[src/sv/hunk_word_stream_parser_core_macros.svh]
// Assertion macros for the hunk word stream parser.
// Used by the top level; depends on nothing else.
`ifndef HUNK_WORD_STREAM_PARSER_CORE_MACROS_SVH
`define HUNK_WORD_STREAM_PARSER_CORE_MACROS_SVH

// The consequent must hold in the same cycle as the antecedent.
`define HWS_ASSERT_SAME(label, clk, rst_n, ante, cons, msg) \
    label: assert property (@(posedge clk) disable iff (!rst_n) (ante) |-> (cons)) \
        else $error(msg);

// The consequent must hold in the cycle after the antecedent.
`define HWS_ASSERT_NEXT(label, clk, rst_n, ante, cons, msg) \
    label: assert property (@(posedge clk) disable iff (!rst_n) (ante) |=> (cons)) \
        else $error(msg);

`endif

[src/sv/hws_pkg.sv]
// Shared types and constants for the hunk word stream parser.
// Used by the channel interfaces and the top level; depends on nothing.
`timescale 1ns / 1ps

package hws_pkg;

    // Field widths of the two channels.
    localparam int WORD_W  = 32;
    localparam int KIND_W  = 5;
    localparam int CODE_W  = 30;
    localparam int CLASS_W = 2;

    // Hunk type codes, after the memory class bits are removed.
    localparam logic [CODE_W-1:0] T_HEADER  = 30'h3f3;
    localparam logic [CODE_W-1:0] T_CODE    = 30'h3e9;
    localparam logic [CODE_W-1:0] T_RELOC32 = 30'h3ec;
    localparam logic [CODE_W-1:0] T_SYMBOL  = 30'h3f0;

    // The first word of a file must match this exactly.
    localparam logic [WORD_W-1:0] MAGIC_WORD = 32'h0000_03f3;

    // Memory class that announces a flags word.
    localparam logic [CLASS_W-1:0] CLASS_FLAGS = 2'd3;

    // Labels given to each word.
    typedef enum logic [KIND_W-1:0] {
        KIND_TYPE        = 5'd0,
        KIND_FLAGS       = 5'd1,
        KIND_HDR_NAME    = 5'd2,
        KIND_TABLE_LEN   = 5'd3,
        KIND_FIRST       = 5'd4,
        KIND_LAST        = 5'd5,
        KIND_SIZE        = 5'd6,
        KIND_CODE_LEN    = 5'd7,
        KIND_CODE        = 5'd8,
        KIND_RELOC_COUNT = 5'd9,
        KIND_RELOC_HUNK  = 5'd10,
        KIND_RELOC_OFF   = 5'd11,
        KIND_RELOC_END   = 5'd12,
        KIND_SYM_LEN     = 5'd13,
        KIND_SYM_NAME    = 5'd14,
        KIND_SYM_OFF     = 5'd15,
        KIND_IGNORED     = 5'd16,
        KIND_BAD_MAGIC   = 5'd17
    } kind_t;

    // Parser position within the file.
    typedef enum logic [4:0] {
        PH_MAGIC, PH_TYPE, PH_FLAGS, PH_HNLEN, PH_HNAME, PH_HTAB, PH_HFIRST,
        PH_HLAST, PH_HSIZE, PH_CLEN, PH_CODE, PH_RCOUNT, PH_RHUNK, PH_ROFF,
        PH_SLEN, PH_SNAME, PH_SOFF, PH_STOP
    } phase_t;

    // Body that follows a type word (and its flags word, if any).
    typedef enum logic [1:0] {
        BODY_NONE, BODY_CODE, BODY_RELOC, BODY_SYMBOL
    } body_t;

endpackage

[src/sv/hws_in_if.sv]
// Input channel of the hunk word stream parser: one file word per request.
// Depends on hws_pkg for the field widths.
`timescale 1ns / 1ps

interface hws_in_if;
    logic                          valid;
    logic                          ready;
    logic [hws_pkg::WORD_W-1:0]    word;
    logic                          restart;

    modport source (output valid, output word, output restart, input ready);
    modport sink   (input valid, input word, input restart, output ready);
endinterface

[src/sv/hws_out_if.sv]
// Output channel of the hunk word stream parser: one labeled word per request.
// Depends on hws_pkg for the field widths.
`timescale 1ns / 1ps

interface hws_out_if;
    logic                          valid;
    logic                          ready;
    logic [hws_pkg::KIND_W-1:0]    kind;
    logic [hws_pkg::WORD_W-1:0]    value;
    logic [hws_pkg::CODE_W-1:0]    type_code;
    logic [hws_pkg::CLASS_W-1:0]   memory_class;
    logic                          stopped;

    modport source (output valid, output kind, output value, output type_code,
                    output memory_class, output stopped, input ready);
    modport sink   (input valid, input kind, input value, input type_code,
                    input memory_class, input stopped, output ready);
endinterface

[src/sv/hunk_word_stream_parser_core.sv]
// Hunk word stream parser: top level.
// Depends on hws_pkg, hws_in_if, hws_out_if and the assertion macro header.
//
// Usage:
// - words: one big-endian 32-bit word of a hunk executable per request;
//   restart set marks the first word of a new file and discards all state.
// - labels: one result per word, carrying the word's kind, the word itself,
//   and for type words the hunk code and memory class (zero for a header
//   type). stopped is set once parsing has ended on bad magic or an unhandled
//   hunk type; every later word is labeled ignored until a restart.
// - A word accepted at a clock edge shows on labels in the following cycle.
//   Throughput is one word per cycle while labels are not stalled; the phase,
//   remaining-count and pending-body registers update as each word is taken.
// - The single output register lets a new word in whenever that register is
//   empty or being emptied in the same cycle. While the receiver stalls a
//   full register, words.ready is low in that same cycle and the result is
//   held unchanged.
// - Reset clears the output valid flag and returns the parser to expecting
//   the magic header word.
`timescale 1ns / 1ps
`include "hunk_word_stream_parser_core_macros.svh"

module hunk_word_stream_parser_core (
    input  logic      clk,
    input  logic      rst_n,
    hws_in_if.sink    words,
    hws_out_if.source labels
);
    import hws_pkg::*;

    // Parser state
    phase_t              phase_reg, phase_next;
    logic [WORD_W-1:0]   remaining_reg, remaining_next;
    body_t               pending_reg, pending_next;

    // Result register
    logic                out_vld_reg;
    kind_t               kind_reg, kind_next;
    logic [WORD_W-1:0]   value_reg;
    logic [CODE_W-1:0]   hcode_reg, hcode_next;
    logic [CLASS_W-1:0]  mclass_reg, mclass_next;
    logic                stopped_reg;

    // State seen by this word after a possible restart
    phase_t              ph;
    logic [WORD_W-1:0]   rem;
    logic [WORD_W-1:0]   rem_dec;
    body_t               pend;
    logic [CODE_W-1:0]   word_code;
    logic [CLASS_W-1:0]  word_class;
    body_t               word_body;
    logic                in_fire;

    // Phase entered once a non-header type (and its flags) has been taken.
    function automatic phase_t enter_body(input body_t body);
        phase_t p;
        case (body)
            BODY_CODE:   p = PH_CLEN;
            BODY_RELOC:  p = PH_RCOUNT;
            BODY_SYMBOL: p = PH_SLEN;
            default:     p = PH_STOP;
        endcase
        return p;
    endfunction

    // Handshake: take a word whenever the result register is free.
    assign words.ready = !out_vld_reg || labels.ready;
    assign in_fire     = words.valid && words.ready;

    // Split the incoming word.
    assign word_code  = words.word[CODE_W-1:0];
    assign word_class = words.word[WORD_W-1:CODE_W];
    always_comb
    begin
        if (word_code == T_CODE)
            word_body = BODY_CODE;
        else if (word_code == T_RELOC32)
            word_body = BODY_RELOC;
        else if (word_code == T_SYMBOL)
            word_body = BODY_SYMBOL;
        else
            word_body = BODY_NONE;
    end

    // Restart discards the stored state for this word.
    assign ph      = words.restart ? PH_MAGIC : phase_reg;
    assign rem     = words.restart ? '0 : remaining_reg;
    assign pend    = words.restart ? BODY_NONE : pending_reg;
    assign rem_dec = rem - WORD_W'(1);

    // Next state and label for the incoming word.
    always_comb
    begin
        kind_next      = KIND_IGNORED;
        hcode_next     = '0;
        mclass_next    = '0;
        phase_next     = ph;
        remaining_next = rem;
        pending_next   = pend;
        case (ph)
            PH_MAGIC, PH_TYPE:
            begin
                if (ph == PH_MAGIC && words.word != MAGIC_WORD)
                begin
                    kind_next  = KIND_BAD_MAGIC;
                    phase_next = PH_STOP;
                end
                else
                begin
                    kind_next  = KIND_TYPE;
                    hcode_next = word_code;
                    if (word_code == T_HEADER)
                        phase_next = PH_HNLEN;
                    else
                    begin
                        mclass_next = word_class;
                        if (word_class == CLASS_FLAGS)
                        begin
                            pending_next = word_body;
                            phase_next   = PH_FLAGS;
                        end
                        else
                            phase_next = enter_body(word_body);
                    end
                end
            end
            PH_FLAGS:
            begin
                kind_next    = KIND_FLAGS;
                phase_next   = enter_body(pend);
                pending_next = BODY_NONE;
            end
            PH_HNLEN:
            begin
                kind_next      = KIND_HDR_NAME;
                remaining_next = words.word;
                phase_next     = (words.word != '0) ? PH_HNAME : PH_HTAB;
            end
            PH_HNAME:
            begin
                kind_next      = KIND_HDR_NAME;
                remaining_next = rem_dec;
                if (rem_dec == '0)
                    phase_next = PH_HTAB;
            end
            PH_HTAB:
            begin
                kind_next      = KIND_TABLE_LEN;
                remaining_next = words.word;
                phase_next     = PH_HFIRST;
            end
            PH_HFIRST:
            begin
                kind_next  = KIND_FIRST;
                phase_next = PH_HLAST;
            end
            PH_HLAST:
            begin
                kind_next  = KIND_LAST;
                phase_next = (rem != '0) ? PH_HSIZE : PH_TYPE;
            end
            PH_HSIZE:
            begin
                kind_next      = KIND_SIZE;
                remaining_next = rem_dec;
                if (rem_dec == '0)
                    phase_next = PH_TYPE;
            end
            PH_CLEN:
            begin
                kind_next      = KIND_CODE_LEN;
                remaining_next = words.word;
                phase_next     = (words.word != '0) ? PH_CODE : PH_TYPE;
            end
            PH_CODE:
            begin
                kind_next      = KIND_CODE;
                remaining_next = rem_dec;
                if (rem_dec == '0)
                    phase_next = PH_TYPE;
            end
            PH_RCOUNT:
            begin
                if (words.word == '0)
                begin
                    kind_next  = KIND_RELOC_END;
                    phase_next = PH_TYPE;
                end
                else
                begin
                    kind_next      = KIND_RELOC_COUNT;
                    remaining_next = words.word;
                    phase_next     = PH_RHUNK;
                end
            end
            PH_RHUNK:
            begin
                kind_next  = KIND_RELOC_HUNK;
                phase_next = PH_ROFF;
            end
            PH_ROFF:
            begin
                kind_next      = KIND_RELOC_OFF;
                remaining_next = rem_dec;
                if (rem_dec == '0)
                    phase_next = PH_RCOUNT;
            end
            PH_SLEN:
            begin
                kind_next = KIND_SYM_LEN;
                if (words.word == '0)
                    phase_next = PH_TYPE;
                else
                begin
                    remaining_next = words.word;
                    phase_next     = PH_SNAME;
                end
            end
            PH_SNAME:
            begin
                kind_next      = KIND_SYM_NAME;
                remaining_next = rem_dec;
                if (rem_dec == '0)
                    phase_next = PH_SOFF;
            end
            PH_SOFF:
            begin
                kind_next  = KIND_SYM_OFF;
                phase_next = PH_SLEN;
            end
            default:
            begin
                kind_next  = KIND_IGNORED;
                phase_next = PH_STOP;
            end
        endcase
    end

    // Parser state registers, advanced once per accepted word.
    always_ff @(posedge clk or negedge rst_n)
    begin
        if (!rst_n)
        begin
            phase_reg     <= PH_MAGIC;
            remaining_reg <= '0;
            pending_reg   <= BODY_NONE;
        end
        else if (in_fire)
        begin
            phase_reg     <= phase_next;
            remaining_reg <= remaining_next;
            pending_reg   <= pending_next;
        end
    end

    // Result valid flag.
    always_ff @(posedge clk or negedge rst_n)
    begin
        if (!rst_n)
            out_vld_reg <= 1'b0;
        else if (in_fire)
            out_vld_reg <= 1'b1;
        else if (labels.ready)
            out_vld_reg <= 1'b0;
    end

    // Result payload.
    always_ff @(posedge clk)
    begin
        if (in_fire)
        begin
            kind_reg    <= kind_next;
            value_reg   <= words.word;
            hcode_reg   <= hcode_next;
            mclass_reg  <= mclass_next;
            stopped_reg <= (phase_next == PH_STOP);
        end
    end

    assign labels.valid        = out_vld_reg;
    assign labels.kind         = kind_reg;
    assign labels.value        = value_reg;
    assign labels.type_code    = hcode_reg;
    assign labels.memory_class = mclass_reg;
    assign labels.stopped      = stopped_reg;

    // Checks
    `HWS_ASSERT_SAME(a_bad_magic_stops, clk, rst_n,
        out_vld_reg && kind_reg == KIND_BAD_MAGIC, stopped_reg,
        "bad magic result without stopped flag")
    `HWS_ASSERT_SAME(a_class_only_on_type, clk, rst_n,
        out_vld_reg && mclass_reg != '0, kind_reg == KIND_TYPE,
        "memory class set on a word that is not a type word")
    `HWS_ASSERT_SAME(a_count_nonzero, clk, rst_n,
        phase_reg == PH_HNAME || phase_reg == PH_HSIZE || phase_reg == PH_CODE ||
        phase_reg == PH_ROFF || phase_reg == PH_SNAME,
        remaining_reg != '0, "counting phase entered with zero remaining")
    `HWS_ASSERT_NEXT(a_stop_holds, clk, rst_n,
        in_fire && phase_reg == PH_STOP && !words.restart,
        out_vld_reg && kind_reg == KIND_IGNORED && stopped_reg &&
        phase_reg == PH_STOP, "word after stop not labeled ignored")

endmodule

[src/flat_wrapper.sv]
// flat-port wrapper written by rule: the top's interface ports become plain ports
module hunk_word_stream_parser_core_flat import hws_pkg::*;
  (clk, rst_n, words_valid, words_word, words_restart, words_ready, labels_valid, labels_kind, labels_value, labels_type_code, labels_memory_class, labels_stopped, labels_ready);
  hws_in_if words_i ();
  hws_out_if labels_i ();
  input  logic clk;
  input  logic rst_n;
  input wire logic [$bits(words_i.valid)-1:0] words_valid;
  input wire logic [$bits(words_i.word)-1:0] words_word;
  input wire logic [$bits(words_i.restart)-1:0] words_restart;
  output wire logic [$bits(words_i.ready)-1:0] words_ready;
  output wire logic [$bits(labels_i.valid)-1:0] labels_valid;
  output wire logic [$bits(labels_i.kind)-1:0] labels_kind;
  output wire logic [$bits(labels_i.value)-1:0] labels_value;
  output wire logic [$bits(labels_i.type_code)-1:0] labels_type_code;
  output wire logic [$bits(labels_i.memory_class)-1:0] labels_memory_class;
  output wire logic [$bits(labels_i.stopped)-1:0] labels_stopped;
  input wire logic [$bits(labels_i.ready)-1:0] labels_ready;
  assign words_i.valid = words_valid;
  assign words_i.word = words_word;
  assign words_i.restart = words_restart;
  assign words_ready = words_i.ready;
  assign labels_valid = labels_i.valid;
  assign labels_kind = labels_i.kind;
  assign labels_value = labels_i.value;
  assign labels_type_code = labels_i.type_code;
  assign labels_memory_class = labels_i.memory_class;
  assign labels_stopped = labels_i.stopped;
  assign labels_i.ready = labels_ready;
  hunk_word_stream_parser_core u_core (.clk(clk), .rst_n(rst_n), .words(words_i), .labels(labels_i));
endmodule
[config.mk]
export PLATFORM = sky130hd
export DESIGN_NAME = hunk_word_stream_parser_core_flat
export DESIGN_NICKNAME = d
export VERILOG_FILES = /design/src/sv/hws_pkg.sv /design/src/sv/hws_in_if.sv /design/src/sv/hws_out_if.sv /design/src/sv/hunk_word_stream_parser_core.sv /design/src/flat_wrapper.sv
export VERILOG_INCLUDE_DIRS = /design/src /design/src/sv
export SDC_FILE = /design/constraint.sdc
export NUM_CORES = 1
export LEC_CHECK = 0
export ABC_AREA = 1
export BUFFER_PORTS_ARGS = -buffer_cell sky130_fd_sc_hd__buf_2
export CAP_MARGIN = 20
export CORE_UTILIZATION = 47
export DETAILED_ROUTE_END_ITERATION = 10
export GPL_TIMING_DRIVEN = 0
export PLACE_DENSITY = 0.65
export SLEW_MARGIN = 15
export SYNTH_ARGS = -nofsm -noshare
export SYNTH_HDL_FRONTEND = slang
export SYNTH_SLANG_ARGS = --single-unit
[constraint.sdc]
create_clock -name clk -period 3.4 [get_ports clk]
set_input_delay 0 -clock clk [delete_from_list [all_inputs] [get_ports clk]]
set_output_delay 0 -clock clk [all_outputs]
set_load 0.005 [all_outputs]
==> results of run 1 <==
[worst max-delay path: cells and delay by family]
family | cells | cell delay [ns]
simple gates | 8 | 1.61
compound gates | 2 | 0.28
buf+inv | 5 | 1.16
[cells by family after synthesis]
kind of cell	count (synthesis)
AND/OR/NAND/NOR	493
buffers and inverters	150
AO/OA/AOI/OAI	123
flip-flops	110
XOR/XNOR	5
adder cells (fa/ha/maj)	3
multiplexers	1
[power groups by stage]
| stage | Combinational, W | Sequential, W | Clock [W] |
|---|---|---|---|
| floorplan | 0.00117 | 0.00192 | 0 |
| global placement | 0.00174 | 0.00195 | 0 |
| detailed placement | 0.00175 | 0.00195 | 0 |
| CTS | 0.00178 | 0.00193 | 0.00111 |
| global route | 0.00201 | 0.00196 | 0.00116 |
| finish | 0.00182 | 0.00193 | 0.00109 |
[timing repair]
item                                    4_1_cts  5_1_grt
hold buffers                                 34        0
setup buffers                                 0        0
hold endpoints to repair                     87        0
endpoints found under the setup margin        0        0
[synth_stat cells, types with 2 or more instances]
cell type,count
sky130_fd_sc_hd__a211oi_1,2
sky130_fd_sc_hd__a21oi_1,28
sky130_fd_sc_hd__a21oi_2,2
sky130_fd_sc_hd__a31oi_1,14
sky130_fd_sc_hd__a32oi_1,2
sky130_fd_sc_hd__a41oi_1,2
sky130_fd_sc_hd__buf_2,9
sky130_fd_sc_hd__buf_4,2
sky130_fd_sc_hd__buf_6,4
sky130_fd_sc_hd__clkbuf_1,9
sky130_fd_sc_hd__dfrtp_1,40
sky130_fd_sc_hd__edfxtp_1,70
sky130_fd_sc_hd__ha_1,3
sky130_fd_sc_hd__inv_1,116
sky130_fd_sc_hd__inv_2,9
sky130_fd_sc_hd__nand2_1,248
sky130_fd_sc_hd__nand2_2,12
sky130_fd_sc_hd__nand2_4,2
sky130_fd_sc_hd__nand3_1,51
sky130_fd_sc_hd__nand4_1,20
sky130_fd_sc_hd__nor2_1,120
sky130_fd_sc_hd__nor2_2,12
sky130_fd_sc_hd__nor2_4,3
sky130_fd_sc_hd__nor3_1,10
sky130_fd_sc_hd__nor3_2,2
sky130_fd_sc_hd__nor4_1,8
sky130_fd_sc_hd__o2111ai_1,9
sky130_fd_sc_hd__o211ai_1,4
sky130_fd_sc_hd__o21ai_0,23
sky130_fd_sc_hd__o21ai_1,22
sky130_fd_sc_hd__o21ai_2,5
sky130_fd_sc_hd__o21bai_1,2
sky130_fd_sc_hd__o22ai_1,3
sky130_fd_sc_hd__xor2_1,5
[layout make-up]
cell class | instances | area, µm²
clock buffers | 10 | 229.0
flip-flops and latches | 110 | 3103
inverters | 126 | 473.0
fillers | 1281 | 5751
well taps | 180 | 225.2
plain buffers | 24 | 141.4
clock inverters | 6 | 66.31
repair buffers | 143 | 908.4
multi-input cells | 625 | 2984
[layout by cell type (no fill, tap or decap), types with 4 or more instances in the layout]
cell / Yosys / layout
sky130_fd_sc_hd__nand2_1: 248 / 248
sky130_fd_sc_hd__nor2_1: 120 / 120
sky130_fd_sc_hd__inv_1: 116 / 116
sky130_fd_sc_hd__buf_2: 9 / 116
sky130_fd_sc_hd__edfxtp_1: 70 / 70
sky130_fd_sc_hd__nand3_1: 51 / 51
sky130_fd_sc_hd__dfrtp_1: 40 / 40
sky130_fd_sc_hd__dlygate4sd3_1: 0 / 34
sky130_fd_sc_hd__a21oi_1: 28 / 28
sky130_fd_sc_hd__o21ai_0: 23 / 23
sky130_fd_sc_hd__o21ai_1: 22 / 22
sky130_fd_sc_hd__nand4_1: 20 / 20
sky130_fd_sc_hd__a31oi_1: 14 / 14
sky130_fd_sc_hd__nand2_2: 12 / 12
sky130_fd_sc_hd__nor2_2: 12 / 12
sky130_fd_sc_hd__nor3_1: 10 / 10
sky130_fd_sc_hd__clkbuf_1: 9 / 10
sky130_fd_sc_hd__inv_2: 9 / 9
sky130_fd_sc_hd__o2111ai_1: 9 / 9
sky130_fd_sc_hd__clkbuf_16: 0 / 9
sky130_fd_sc_hd__nor4_1: 8 / 8
sky130_fd_sc_hd__o21ai_2: 5 / 5
sky130_fd_sc_hd__xor2_1: 5 / 5
sky130_fd_sc_hd__buf_6: 4 / 4
sky130_fd_sc_hd__o211ai_1: 4 / 4
[stage by stage]
| step | cell area (µm²) | hold WS [ns] |
|---|---|---|
| floorplan | 6699 | -0.2956 |
| global placement | 7465 | 0.1871 |
| detailed placement | 7495 | 0.1973 |
| CTS | 8130 | 0.08221 |
| global route | 8130 | 0.1136 |
| finish | 8130 | 0.09672 |
[layer usage]
| metal | up-vias | part of all wire | GRT usage |
|---|---|---|---|
| li1 | 3224 | - | - |
| met1 | 3018 | 0.47 | 0.4287 |
| met2 | 357 | 0.42 | 0.4325 |
| met3 | 37 | 0.093 | 0.04558 |
| met4 | 0 | 0.023 | 0.1096 |
| met5 | - | 0 | 0 |
[final timing paths]
| check | cells past startpoint | endpoint | slack, ns |
|---|---|---|---|
| setup / recovery | 15 | u_core.remaining_reg[13] | 0.60 |
| hold / removal | 4 | u_core.pending_reg[0] | 0.1 |
| setup reg to reg | 16 | u_core.phase_reg[2] | 0.63 |
| hold reg to reg | 2 | u_core.remaining_reg[1] | 0.49 |
| max in group asynchronous | 2 | u_core.remaining_reg[5] | 2.50 |
| min in group asynchronous | 2 | u_core.remaining_reg[23] | 0.32 |
==> impl_metrics.json, run 1 <==
{
  "status": "completed",
  "coreArea_mm2": 0.01388,
  "synthTopCellsByArea": "sky130_fd_sc_hd__edfxtp_1, sky130_fd_sc_hd__dfrtp_1, sky130_fd_sc_hd__nand2_1, sky130_fd_sc_hd__nor2_1, sky130_fd_sc_hd__inv_1",
  "synth-warning-count": 0,
  "synth_simple_gate_area_frac": 0.3186,
  "synth_compound_gate_area_share": 0.1132,
  "final_cells": 1224,
  "drt_first_iter_violations": 749,
  "timing.critical_path.from_type": "input port",
  "worst_slew_pin_slew_ns": 0.9329,
  "synth_xor_area_frac": 0.006537,
  "timing.final.setup_violations": 0,
  "achievable-frequency_ghz": 0.3567,
  "dpl_worst_slack_ns": 0.6984,
  "router_iterations_before_antenna_repair": 6,
  "data_required_time_at_the_worst_endpoint_ns": 3.65,
  "yosys.area.top_type": "sky130_fd_sc_hd__edfxtp_1",
  "synth_seq_area_share": 0.4632,
  "synth.avg_cell_area_um2": 7.569,
  "avgViaCountPerCell": 5.422,
  "worstPathArrival_ns": 3.06,
  "timing_hold_violations_final": 0,
  "postRouteAntennaNets": 0,
  "groute.usage.overall": 0.2925,
  "syn_inst": 885,
  "critical_path_class": "in -> reg",
  "rsz0062_at_grt": "false",
  "clkPwrFrac": 0.226,
  "worst_hold_path_type": "in -> reg",
  "beginning_of_the_worst_hold_path": "words_restart",
  "synth_ff_type": "sky130_fd_sc_hd__edfxtp_1",
  "synth.lib_cells_used.distinct": 46,
  "die_area_mm2": 0.01473,
  "placedCellCount": 1174,
  "globalRouteOverflowTotal": 0,
  "dr_total_vias": 6636,
  "main_combinational_cell_family_by_area_after_synthesis": "simple AND/OR/NAND/NOR gates",
  "routed_wirelength_um": 21040,
  "p_seq_frac": 0.399,
  "cts.reportedPaths.clkPinSlew_ns": 0.07,
  "total_power_w": 0.004844,
  "asyncSetResetFlopFracSynth": 0.3636,
  "num-nets-final": 1079,
  "cts_made_buffers": 9,
  "top_level_ports": 109,
  "synth_adder_area_share": 0.005603,
  "worst_clock_skew_ns": 0.005375,
  "synth_top_area_share": 0.3138,
  "timing.critical_path.slowest_cell_delay_ns": 0.54,
  "placement.io_buffers": 108,
  "wl_per_cell_um": 17.19,
  "drt_drc_violations_left": 0,
  "rr_startpoint": "u_core.remaining_reg[1]",
  "cts-resized-gates": 0,
  "power_leakage_nw": 3.978,
  "end_kind": "register",
  "library_cell_used_as_clock_root_buffer": "sky130_fd_sc_hd__clkbuf_16",
  "final_core_utilization": 0.5857,
  "path_max_fanout": 10,
  "first_global_vias": 5975,
  "final.setup.tns_ns": 0,
  "die_height_um": 121.4,
  "synth_seq_cells": 110,
  "slew_headroom": 0.3781,
  "layout_cells_sized_above_1": 0.1820,
  "sw_share": 0.4003,
  "slew_viol_final": 0,
  "internal_power_w": 0.002905,
  "worst_ir_drop_vdd_mv": 0.3067,
  "dp.final_hpwl_um": 15860,
  "grt_start_max_net_pins": 68,
  "muxShareOfSynthArea": 0.001494,
  "critical_path.cell_chain": "dlygate4sd3_1 -> buf_2 -> nor2_1 -> nand4_1 -> nor3_2 -> nand3_1 -> nor2_1 -> inv_1 -> nand2_2 -> nand2_2 -> buf_2 -> nand2_1 -> o2111ai_1 -> o21ai_1 -> inv_1",
  "number_of_enable_type_register_cells_in_the_synthesized_netlist": 70,
  "crit_path_start": "words_word[19]",
  "power.switching_w": 0.001939,
  "cap_violations": 0,
  "slowest_stage": "sky130_fd_sc_hd__dlygate4sd3_1",
  "period_minus_slack_ns": 2.803,
  "areaGrowthSynthToFinish_pct": 21.37,
  "final.period_utilization": 0.8245,
  "antenna_violations_before_repair": 0,
  "die_w_um": 121.4,
  "synthesis.area_mm2": 0.006699,
  "cts-root-to-sink-buffers": 2,
  "place_congestion": 1.000,
  "insertedDiodeCount": 0,
  "htree_levels": 3,
  "comb_power_share": 0.375,
  "cts_tree": "yes",
  "grt_first_pass_wirelength_um": 32150,
  "layout_setup_ws_ns": 0.5967,
  "clock_latency_ns": 0.36,
  "power_density_mw_per_mm2": 595.7,
  "mappedNetlistNets": 925,
  "cell_rows": 43,
  "initial_core_util": 0.4826,
  "tritoncts_num_sinks": 110
}
Note: power is estimated with default switching activity, not from simulation.
==> run 2, diff against run 1 <==
--- a/config.mk
+++ b/config.mk
@@ -6,13 +6,13 @@
 export SDC_FILE = /design/constraint.sdc
 export NUM_CORES = 1
 export LEC_CHECK = 0
-export ABC_AREA = 1
+export ABC_AREA = 0
 export BUFFER_PORTS_ARGS = -buffer_cell sky130_fd_sc_hd__buf_2
 export CAP_MARGIN = 20
 export CORE_UTILIZATION = 47
 export DETAILED_ROUTE_END_ITERATION = 10
 export GPL_TIMING_DRIVEN = 0
-export PLACE_DENSITY = 0.65
+export PLACE_DENSITY = 0.68
 export SLEW_MARGIN = 15
 export SYNTH_ARGS = -nofsm -noshare
 export SYNTH_HDL_FRONTEND = slang
==> constraint.sdc (replaced) <==
create_clock -name clk -period 2.25 [get_ports clk]
set_input_delay 0 -clock clk [delete_from_list [all_inputs] [get_ports clk]]
set_output_delay 0 -clock clk [all_outputs]
set_load 0.005 [all_outputs]
==> impl_metrics.json, run 2 <==
{
  "status": "finished, violations left",
  "violations": "hold timing, setup timing",
  "total_power_w": 0.007766,
  "slew_headroom": 0.4992,
  "cts_tree": "yes",
  "initial_core_util": 0.4860,
  "timing.final.setup_violations": 15,
  "cell_rows": 42,
  "wl_per_cell_um": 23.12,
  "area_used_by_multi_input_combinational_logic_mm2": 0.003765,
  "antenna_violations_before_repair": 0,
  "dp.final_hpwl_um": 15770,
  "critical_path_class": "reg -> reg",
  "avgViaCountPerCell": 6.372,
  "routed_wirelength_um": 24830,
  "drt_first_iter_violations": 657,
  "worst_hold_path_type": "in -> reg",
  "cts-root-to-sink-buffers": 2,
  "synth.avg_cell_area_um2": 9.648,
  "grt_first_pass_wirelength_um": 37090,
  "yosys.area.top_type": "sky130_fd_sc_hd__edfxtp_1",
  "synthTopCellsByArea": "sky130_fd_sc_hd__edfxtp_1, sky130_fd_sc_hd__dfrtp_1, sky130_fd_sc_hd__nand2_1, sky130_fd_sc_hd__a221o_1, sky130_fd_sc_hd__and2_1",
  "power_density_mw_per_mm2": 825.9,
  "synth_top_area_share": 0.3228,
  "drt_drc_violations_left": 0,
  "asyncSetResetFlopFracSynth": 0.3636,
  "groute.usage.overall": 0.3450,
  "router_iterations_before_antenna_repair": 6,
  "netlist_top_cells_count": "sky130_fd_sc_hd__edfxtp_1, sky130_fd_sc_hd__nand2_1, sky130_fd_sc_hd__nor2_1",
  "tritoncts_num_sinks": 110,
  "synth_seq_cells": 110,
  "dr_total_vias": 6843,
  "timing_hold_violations_final": 1,
  "number_of_enable_type_register_cells_in_the_synthesized_netlist": 70,
  "worst_ir_drop_vdd_mv": 0.4512,
  "htree_levels": 3,
  "layout_common_cells": "sky130_fd_sc_hd__buf_2, sky130_fd_sc_hd__edfxtp_1, sky130_fd_sc_hd__buf_4",
  "most_common_cell_after_layout_fill_and_taps_aside": "sky130_fd_sc_hd__buf_2",
  "postRouteAntennaNets": 0,
  "r2r-end": "u_core.phase_reg[2]",
  "worst_hold_path.endpoint": "u_core.labels.value[31]",
  "die_height_um": 119.7,
  "synthesis.area_mm2": 0.006512,
  "worst_r2r_path_depth": 10,
  "syn_inst": 675,
  "synth_seq_area_share": 0.4765,
  "globalRouteOverflowTotal": 0,
  "mappedNetlistNets": 715,
  "cap_violations": 0,
  "layout_setup_ws_ns": -0.8828,
  "worstPathArrival_ns": 3.40,
  "finalHoldWorstSlack_ns": -0.01102,
  "rsz0062_at_grt": "true",
  "cts.reportedPaths.clkPinSlew_ns": 0.08,
  "achievable-frequency_ghz": 0.3192,
  "rrSetupSlack_ns": -0.88,
  "clock_latency_ns": 0.36,
  "slew_viol_final": 0,
  "grt_start_max_net_pins": 41,
  "data_required_time_at_the_worst_endpoint_ns": 2.51,
  "library_cell_used_as_clock_root_buffer": "sky130_fd_sc_hd__clkbuf_16",
  "timing.critical_path.from_type": "register",
  "num-nets-final": 933,
  "worst_hold_path.num_cells": 1,
  "layout_cells_sized_above_1": 0.3686,
  "synth.lib_cells_used.distinct": 74,
  "place_congestion": 0.9697,
  "die_area_mm2": 0.01433,
  "coreArea_mm2": 0.01340,
  "final.period_utilization": 1.392,
  "period_minus_slack_ns": 3.133,
  "end_kind": "register",
  "rr_startpoint": "u_core.remaining_reg[5]",
  "worst_slew_pin_slew_ns": 0.7512,
  "placement.io_buffers": 107,
  "first_global_vias": 6433,
  "beginning_of_the_worst_hold_path": "words_word[31]",
  "area_occupied_by_registers_mm2": 0.003114,
  "yosysMostFrequentCell": "sky130_fd_sc_hd__edfxtp_1",
  "fill_cells": 1047,
  "power_leakage_nw": 3.792,
  "cts_made_buffers": 9,
  "synth-warning-count": 0,
  "die_w_um": 119.7,
  "top_level_ports": 109,
  "path_max_fanout": 4,
  "areaGrowthSynthToFinish_pct": 44.38,
  "synth_ff_type": "sky130_fd_sc_hd__edfxtp_1",
  "insertedDiodeCount": 0,
  "worst_clock_skew_ns": 0.01086
}
## run 2: cells by family after synthesis
logic type	count (synthesis)	share of synthesized area
and+or+nand+nor	308	0.2674
AOI/OAI and AO/OA	180	0.1948
DFF	110	0.4765
buffers and inverters	62	0.03881
xor gates and xnor gates	9	0.01210
muxes	3	0.004611
adders and majority gates	3	0.005764
## run 2: cell type report
| class | count | share of cell area |
|---|---|---|
| multi-input cells | 503 | 0.4004 |
| flip-flops and latches | 110 | 0.3312 |
| repair buffers | 214 | 0.1602 |
| plain buffers | 45 | 0.04391 |
| clock buffers | 12 | 0.02515 |
| well taps | 176 | 0.02342 |
| clock inverters | 4 | 0.01038 |
| inverters | 10 | 0.005323 |
## run 2: worst max-delay path by stage
stage / from / end / slack (ns)
CTS: u_core.remaining_reg[1] / u_core.phase_reg[3] / -0.88
floorplan: words_restart / u_core.phase_reg[3] / -0.96
global placement: words_restart / u_core.phase_reg[3] / -1.53
finish: u_core.remaining_reg[5] / u_core.phase_reg[2] / -0.88
global route: u_core.remaining_reg[10] / u_core.phase_reg[2] / -0.97
detailed placement: words_restart / u_core.phase_reg[3] / -1.50
## run 2: metrics by stage
stage,TNS [ns],std cells,cell area [µm²],setup slack (ns),util
3_3_place_gp,-114.27,958,7423,-1.525,0.5540
5_1_grt,-6.290,1074,9403,-0.9679,0.7017
3_5_place_dp,-126.48,958,7430,-1.496,0.5544
4_1_cts,-4.928,1041,8790,-0.8800,0.6559
6_report,-4.875,1074,9403,-0.8828,0.7017
2_1_floorplan,-4.408,675,6668,-0.9617,-
## run 2: metal layers
layer / vias to the layer above / part of all wire / track usage
li1: 3034 / - / -
met4: 0 / 0.048 / 0.1836
met1: 3365 / 0.40 / 0.4563
met5: - / 0 / 0
met3: 86 / 0.074 / 0.04705
met2: 358 / 0.47 / 0.5499
## run 2: report_power, final
| group | total, W | leakage [nW] | switching [W] | internal, W |
|---|---|---|---|---|
| clock network | 0.00185 | 0.157 | 0.000762 | 0.00109 |
| logic | 0.00341 | 2.44 | 0.00189 | 0.00152 |
| registers | 0.00250 | 1.20 | 0.000173 | 0.00233 |
| total | 0.00777 | 3.79 | 0.00283 | 0.00494 |
## run 2: worst max-delay path, stage by stage (launching register included)
cell and delay, ns:
sky130_fd_sc_hd__dfrtp_1 0.38, sky130_fd_sc_hd__buf_6 0.12, sky130_fd_sc_hd__or4_4 0.54, sky130_fd_sc_hd__nor4_4 0.30, sky130_fd_sc_hd__xnor2_1 0.17, sky130_fd_sc_hd__o221ai_1 0.14, sky130_fd_sc_hd__or4_4 0.51, sky130_fd_sc_hd__nor4_4 0.39
sky130_fd_sc_hd__nand2_2 0.10, sky130_fd_sc_hd__buf_4 0.16, sky130_fd_sc_hd__a21o_2 0.20
## run 2: repair_timing
| action | CTS | global route |
|---|---|---|
| gates resized for setup | 99 | 99 |
| hold endpoints to repair | 109 | 1 |
| hold buffers | 40 | 1 |
| pin swaps | 28 | 38 |
| cloned | 1 | 0 |
| buffers inserted | 29 | 35 |
| setup endpoints to repair | 144 | 67 |
==> run 3, diff against run 2 <==
--- a/config.mk
+++ b/config.mk
@@ -13,6 +13,7 @@
 export DETAILED_ROUTE_END_ITERATION = 10
 export GPL_TIMING_DRIVEN = 0
 export PLACE_DENSITY = 0.68
+export SKIP_CTS_REPAIR_TIMING = 1
 export SLEW_MARGIN = 15
 export SYNTH_ARGS = -nofsm -noshare
 export SYNTH_HDL_FRONTEND = slang
==> impl_metrics.json, run 3 (synthesis results as in run 2) <==
{
  "status": "finished, violations left",
  "violations": "hold timing, setup timing",
  "dp.final_hpwl_um": 15770,
  "power_leakage_nw": 3.775,
  "worst_ir_drop_vdd_mv": 0.3978,
  "critical_path_class": "reg -> reg",
  "wl_per_cell_um": 22.73,
  "first_global_vias": 5941,
  "tritoncts_num_sinks": 110,
  "final.period_utilization": 1.433,
  "slew_viol_final": 0,
  "groute.usage.overall": 0.3155,
  "die_height_um": 119.7,
  "drt_first_iter_violations": 670,
  "worst_hold_path_type": "in -> reg",
  "timing.critical_path.from_type": "register",
  "final.setup.tns_ns": -5.193,
  "globalRouteOverflowTotal": 0,
  "cell_rows": 42,
  "cts_made_buffers": 9,
  "total_power_w": 0.007669,
  "num-nets-final": 937,
  "period_minus_slack_ns": 3.225,
  "postRouteAntennaNets": 0,
  "die_area_mm2": 0.01433,
  "timing.critical_path.slowest_cell_delay_ns": 0.48,
  "worst_slew_pin_slew_ns": 0.8044,
  "path_max_fanout": 7,
  "routed_wirelength_um": 24510,
  "dr_total_vias": 6837,
  "placement.io_buffers": 107,
  "layout_cells_sized_above_1": 0.3625,
  "finalHoldWorstSlack_ns": -0.02430,
  "power_density_mw_per_mm2": 821.3,
  "data_required_time_at_the_worst_endpoint_ns": 2.51,
  "grt_first_pass_wirelength_um": 33800,
  "htree_levels": 3,
  "place_congestion": 0.9697,
  "cp_top_family": "simple AND/OR/NAND/NOR gates",
  "grt_start_max_net_pins": 80,
  "most_common_cell_after_layout_fill_and_taps_aside": "sky130_fd_sc_hd__buf_2",
  "cts.reportedPaths.clkPinSlew_ns": 0.08,
  "slowest_stage": "sky130_fd_sc_hd__dfrtp_2",
  "avgViaCountPerCell": 6.342,
  "coreArea_mm2": 0.01340,
  "cts_tree": "yes",
  "top_level_ports": 109,
  "final_core_utilization": 0.6968,
  "library_cell_used_as_clock_root_buffer": "sky130_fd_sc_hd__clkbuf_16",
  "drt_drc_violations_left": 0,
  "crit_buf_inv": 0,
  "cap_violations": 0,
  "areaGrowthSynthToFinish_pct": 43.38,
  "timing_hold_violations_final": 8,
  "worstPathArrival_ns": 3.48,
  "insertedDiodeCount": 0,
  "cts-root-to-sink-buffers": 2,
  "slew_headroom": 0.4637,
  "layout_common_cells": "sky130_fd_sc_hd__buf_2, sky130_fd_sc_hd__edfxtp_1, sky130_fd_sc_hd__buf_4",
  "antenna_violations_before_repair": 0,
  "critical_path.cell_chain": "nand2_8 -> ha_4 -> or3b_4 -> o311a_1 -> a21oi_2 -> nand4_1 -> or4_4 -> nor4_4 -> nand2_2 -> a221o_1",
  "worst_clock_skew_ns": 0.01745,
  "clock_latency_ns": 0.37,
  "initial_core_util": 0.4860,
  "end_kind": "register",
  "achievable-frequency_ghz": 0.3101,
  "timing.final.setup_violations": 18,
  "layout_setup_ws_ns": -0.9745,
  "router_iterations_before_antenna_repair": 5,
  "rsz0062_at_grt": "true",
  "die_w_um": 119.7
}
run 3: cell types whose count changed in the layout (fill, tap and decap cells not counted), sizes merged:
cell      delta
buf         +10
clkbuf       -6
clkinv       -2
clkinvlp     +2
run 3: area by class of cell:
type	instances	area (µm²)
Sequential cell	110	3113
Clock inverter	4	97.59
Multi-Input combinational cell	503	3732
Inverter	10	51.30
Buffer	46	366.6
Clock buffer	12	236.5
Timing Repair Buffer	217	1520
Fill cell	1064	4063
Tap cell	176	220.2
run 3: worst paths after layout:
check | endpoint | slack, ns | start | depth (start not counted)
max | u_core.phase_reg[3] | -0.97 | u_core.remaining_reg[1] | 10
min | u_core.remaining_reg[20] | -0.02 | words_word[20] | 2
max reg2reg | u_core.phase_reg[3] | -0.97 | u_core.remaining_reg[1] | 10
min reg2reg | u_core.remaining_reg[31] | 0.54 | u_core.remaining_reg[31] | 2
max in group asynchronous | u_core.remaining_reg[6] | 1.52 | rst_n | 3
min in group asynchronous | u_core.labels.valid | 0.17 | rst_n | 2
run 3: worst register-to-register path: stages (launching register included):
cell and delay (ns):
sky130_fd_sc_hd__dfrtp_2 0.48, sky130_fd_sc_hd__nand2_8 0.10, sky130_fd_sc_hd__ha_4 0.17, sky130_fd_sc_hd__or3b_4 0.41, sky130_fd_sc_hd__o311a_1 0.37, sky130_fd_sc_hd__a21oi_2 0.13, sky130_fd_sc_hd__nand4_1 0.14, sky130_fd_sc_hd__or4_4 0.45
sky130_fd_sc_hd__nor4_4 0.42, sky130_fd_sc_hd__nand2_2 0.13, sky130_fd_sc_hd__a221o_1 0.31
run 3: layer usage:
layer	routed length, µm	share of wire	track usage	vias to the layer above
met4	1166	0.048	0.1570	0
met5	0	0	0	-
met1	9721	0.40	0.4119	3325
met2	11670	0.48	0.5087	403
li1	-	-	-	3026
met3	1950	0.080	0.05038	83
run 3: where the power goes:
part	internal, W	total, W	leakage [nW]	switching (W)
Sequential	0.00232	0.00249	1.20	0.000169
Clock	0.00109	0.00186	0.157	0.000764
Combinational	0.00149	0.00332	2.42	0.00183
run 3: metrics by stage:
stage,worst slack [ns],instances,cell area (µm²),hold slack (ns)
CTS,-1.333,974,7764,-0.1804
floorplan,-0.9617,675,6668,-0.2956
finish,-0.9745,1078,9338,-0.02430
global placement,-1.525,958,7423,0.1929
global route,-1.071,1078,9338,-0.002053
detailed placement,-1.496,958,7430,0.1932
